===== src/rtl/scp_pkg.sv =====
// shared types, codes and constants for the stream pattern censor
// no dependencies; every other rtl file refers to it by scoped names
package scp_pkg;

   localparam int ACTION_W = 2;
   localparam int CHAR_W = 8;
   localparam int POS_W = 12;
   localparam int KEPT_W = 13;
   localparam int LEN_W = 5;
   localparam int PAT_BYTES = 16;
   localparam int PAT_IDX_W = 4;
   localparam int CSR_ADDR_W = 5;
   localparam int CSR_DATA_W = 64;
   localparam int QUEUE_DEPTH = 2;
   localparam int QUEUE_PTR_W = 1;
   localparam int QUEUE_CNT_W = 2;

   localparam int DEF_STACK_DEPTH = 4096;
   localparam int DEF_MAX_PATTERN = 16;

   // action codes on the request channel
   localparam logic [ACTION_W-1:0] ACT_PUSH = 2'd0;
   localparam logic [ACTION_W-1:0] ACT_READ = 2'd1;
   localparam logic [ACTION_W-1:0] ACT_CLEAR = 2'd2;

   // register indexes, taken from paddr[4:3]
   localparam logic [1:0] REG_PATTERN_LENGTH = 2'd0;
   localparam logic [1:0] REG_PATTERN_LOW = 2'd1;
   localparam logic [1:0] REG_PATTERN_HIGH = 2'd2;

   typedef enum logic [1:0] {
      OP_PUSH,
      OP_READ,
      OP_CLEAR,
      OP_NONE
   } op_type;

   typedef enum logic [1:0] {
      ST_IDLE,
      ST_READ,
      ST_MATCH
   } state_type;

   typedef struct packed {
      op_type              op;
      logic [CHAR_W-1:0]   char_value;
      logic [POS_W-1:0]    position;
      logic                pos_in_depth;
   } item_type;

   typedef struct packed {
      logic [LEN_W-1:0]                  length;
      logic [PAT_BYTES-1:0][CHAR_W-1:0]  bytes;
   } cfg_type;

   typedef struct packed {
      logic [KEPT_W-1:0]   kept_length;
      logic                removed;
      logic [CHAR_W-1:0]   read_char;
      logic                read_valid;
      logic                overflow;
   } rsp_type;

endpackage


===== src/rtl/scp_csr.sv =====
// apb-style register block holding the pattern length and pattern bytes
// depends on scp_pkg
module scp_csr #(
   parameter int MAX_PATTERN = scp_pkg::DEF_MAX_PATTERN
) (
   input  logic                              clock,
   input  logic                              reset,
   input  logic                              csr_psel,
   input  logic                              csr_penable,
   input  logic                              csr_pwrite,
   input  logic [scp_pkg::CSR_ADDR_W-1:0]    csr_paddr,
   input  logic [scp_pkg::CSR_DATA_W-1:0]    csr_pwdata,
   output logic [scp_pkg::CSR_DATA_W-1:0]    csr_prdata,
   output logic                              csr_pready,
   output scp_pkg::cfg_type                  cfg
);

   logic [scp_pkg::LEN_W-1:0]       length_ff;
   logic [scp_pkg::CSR_DATA_W-1:0]  low_ff;
   logic [scp_pkg::CSR_DATA_W-1:0]  high_ff;
   logic                            wr_en;
   logic [1:0]                      reg_idx;

   assign csr_pready = 1'b1;
   assign wr_en = csr_psel && csr_penable && csr_pwrite;
   assign reg_idx = csr_paddr[4:3];

   always_ff @(posedge clock) begin
      if (reset) begin
         length_ff <= scp_pkg::LEN_W'(1);
         low_ff <= '0;
         high_ff <= '0;
      end else if (wr_en) begin
         unique case (reg_idx)
            scp_pkg::REG_PATTERN_LENGTH: length_ff <= csr_pwdata[scp_pkg::LEN_W-1:0];
            scp_pkg::REG_PATTERN_LOW: low_ff <= csr_pwdata;
            scp_pkg::REG_PATTERN_HIGH: high_ff <= csr_pwdata;
            default: ;
         endcase
      end
   end

   always_comb begin
      unique case (reg_idx)
         scp_pkg::REG_PATTERN_LENGTH: csr_prdata = scp_pkg::CSR_DATA_W'(length_ff);
         scp_pkg::REG_PATTERN_LOW: csr_prdata = low_ff;
         scp_pkg::REG_PATTERN_HIGH: csr_prdata = high_ff;
         default: csr_prdata = '0;
      endcase
   end

   // lengths above the supported maximum saturate
   always_comb begin
      cfg.length = (length_ff > scp_pkg::LEN_W'(MAX_PATTERN)) ?
         scp_pkg::LEN_W'(MAX_PATTERN) : length_ff;
      cfg.bytes = {high_ff, low_ff};
   end

endmodule


===== config.mk =====
export PLATFORM = sky130hd
export DESIGN_NAME = scp_csr
export DESIGN_NICKNAME = d
export VERILOG_FILES = /design/src/rtl/scp_pkg.sv /design/src/rtl/scp_csr.sv
export SDC_FILE = /design/constraint.sdc
export NUM_CORES = 1
export LEC_CHECK = 0
export BUFFER_PORTS_ARGS = -buffer_cell sky130_fd_sc_hd__clkbuf_2
export CAP_MARGIN = 20
export CORE_MARGIN = 1.5
export CORE_UTILIZATION = 40
export CTS_CLUSTER_SIZE = 10
export DETAILED_ROUTE_END_ITERATION = 6
export PLACE_DENSITY = 0.73
export RECOVER_POWER = 25
export SYNTH_ARGS = -nofsm -noshare
export SYNTH_HDL_FRONTEND = slang
export SYNTH_SLANG_ARGS = --single-unit

===== constraint.sdc =====
create_clock -name clock -period 2.25 [get_ports clock]
set_input_delay 0.5625 -clock clock [delete_from_list [all_inputs] [get_ports clock]]
set_output_delay 0.5625 -clock clock [all_outputs]
set_load 0.01 [all_outputs]

==> reports/qor.csv <==
metric;value;unit
outcome;complete, no violations;
FP Rows;45;
CP Launch Type;primary input;
Final Hold Violating Endpoints;0;
Root Driver;clkbuf_16;
DRC;0;
Final min period;2.07;ns
placer congestion estimate;0.757;
Post-DP Area;7790;um2
placed cells;1042;
largest net degree at the start of global routing;88;
Setup-failing EPs final;0;
clock buffer depth;2;
FF+latch count, synth;133;
Ys Warns;0;
final HPWL from detailed placement;10800;um
met3 usage;3.78;%
CTS tree;done;
nets;924;
Crit Path Class;in -> out;
worst-path cell chain;clkbuf_2, nor2b_4, buf_12, a22o_1, clkbuf_2;
max-cap viol count;0;
hold buffers post-CTS;0;
IO Pins;272;
Final ANT Viol Nets;0;
wire length per cell;14.1;um
fin cells;1074;
CP max stage delay;0.23;ns
core area;15300;um2
M2 GR Usage;30.6;%
Critical Path Sink Type;output port;
GRT busiest layer;met2;
most frequent cells in the layout;238 x clkbuf_2, 196 x nand2b_1, 138 x mux2i_1, 133 x dfxtp_1, 59 x a22o_1;
Syn Area/Cell;10.4;um2
Cell Pwr Density;700;nW/um2
Syn Inst Count;604;
gr usage total;18.0;%
Setup TNS;0;ns
share of layout cells above drive strength 1;32.9;%
DIE AREA;16500;um2
ys flop type;dfxtp_1;
hold crit path type;in -> reg;
Required @ worst endpoint;1.69;ns
TritonCTS Buffers;17;
Tcrit/Tclk final;92.0;%
drt total wl;15200;um
count of pins over their slew limit;0;
CP arrival;1.51;ns
area added between synthesis and finish;33.0;%
Clock Pin Slew Worst Setup and Hold Paths;0.06;ns
Fin Clk Skew;0;ns
met1 Track Usage GR;21.9;%
via count;5108;
Iter 0 DRT Violations;208;
Achievable Freq;0.483;GHz
commonest non-fill, non-tap cell in the layout;clkbuf_2;
Die Y;128;um
n_diodes;0;
Synth cell types;22;
sequential share of the synthesized area;42.3;%
critical path's slowest cell;nor2b_4;
worst slew pin tran;0.811;ns
hold_ws;0.410;ns
fin area;8360;um2
initial core utilization;41.2;%
grt ovf;0;
Post-CTS Setup Inserts;0;
Post-synth ARST share;0;%
Mapped Area;6290;um2
initial antenna violation count;0;
CP dominant cell by count;clkbuf_2;
syn_nets;678;
Max IR drop VDD;0.480;mV
Slew HR;46.0;%
number of global-route vias before repair;4781;
RSZ-0062 raised after global routing;false;
Vias/cell;4.76;
Crit Path Max Fanout;32;
IO Port Bufs;267;
Clock Latency Late Sink;0.40;ns
H-tree depth;4;
Leakage;0.00399;uW
CTS resizes;0;
Post-synth EDFFs;0;
die width;128;um
DR pass1 iterations;4;
CTS Sinks;133;
global-route wire length before repair;23500;um
-- cell usage after synthesis, types with 2 or more instances --
cell type | count | area, um2
a22o_1 | 59 | 517
buf_12 | 4 | 80.1
buf_2 | 15 | 75.1
buf_4 | 2 | 15.0
buf_6 | 3 | 33.8
buf_8 | 2 | 30.0
clkbuf_1 | 27 | 101
dfxtp_1 | 133 | 2660
mux2i_1 | 138 | 1380
nand2_1 | 5 | 18.8
nand2b_1 | 196 | 1230
nor2_1 | 3 | 11.3
nor2b_1 | 4 | 25.0
o21ai_0 | 5 | 25.0
-- flip-flops by register name (all words and copies together) (netlist names) --
register	count
length_ff	5
high_ff	64
low_ff	64
-- kinds of logic after synthesis --
group                  Yosys count  share of synthesized area [%]
buffers and inverters           53                           5.33
AO/OA/AOI/OAI                   64                           8.62
other                            1                         0.0596
multiplexers                   138                           22.0
flip-flops                     133                           42.3
AND/OR/NAND/NOR                215                           21.7
-- final cells by class --
cell class                 instances  area (um2)
sequential                       133        2660
clock inverter                    12         200
multi-input combinational        418        3270
fill                            1373        6890
clock buffer                      20         457
timing repair buffer             280        1510
tap                              211         264
-- stage by stage --
step	setup WS, ns	total power, uW	utilization, %
after CTS	0.170	5950	55.4
after global routing	0.112	6080	54.8
final	0.181	5860	54.8
after global placement	0.180	2880	51.1
after floorplan	0.182	2720	-
after detailed placement	0.172	2880	51.1
-- final timing paths --
check	depth (start not counted)	startpoint	end	slack (ns)
max	5	csr_paddr[3]	csr_prdata[39]	0.18
min	3	csr_pwdata[31]	high_ff[31]	0.41
max reg2reg	2	length_ff[4]	length_ff[4]	1.50
min reg2reg	2	low_ff[38]	low_ff[38]	0.49
-- report_power, final --
part	switching [uW]	total, uW	internal [uW]
Clock	1010	3030	2030
Combinational	206	408	202
Sequential	26.4	2410	2390
-- worst max-delay path: cells and delay by family --
family | cells | cell delay (ns)
buffers and inverters | 3 | 0.51
AND/OR/NAND/NOR | 1 | 0.23
AO/OA/AOI/OAI | 1 | 0.17
-- routing by layer --
metal  wire length [um]  share of wire [%]
met1               6710                 44
met2               7430                 49
met3                683                4.5
met4                318                2.1
met5                  0                  0
Note: power is estimated with default switching activity, not from simulation.
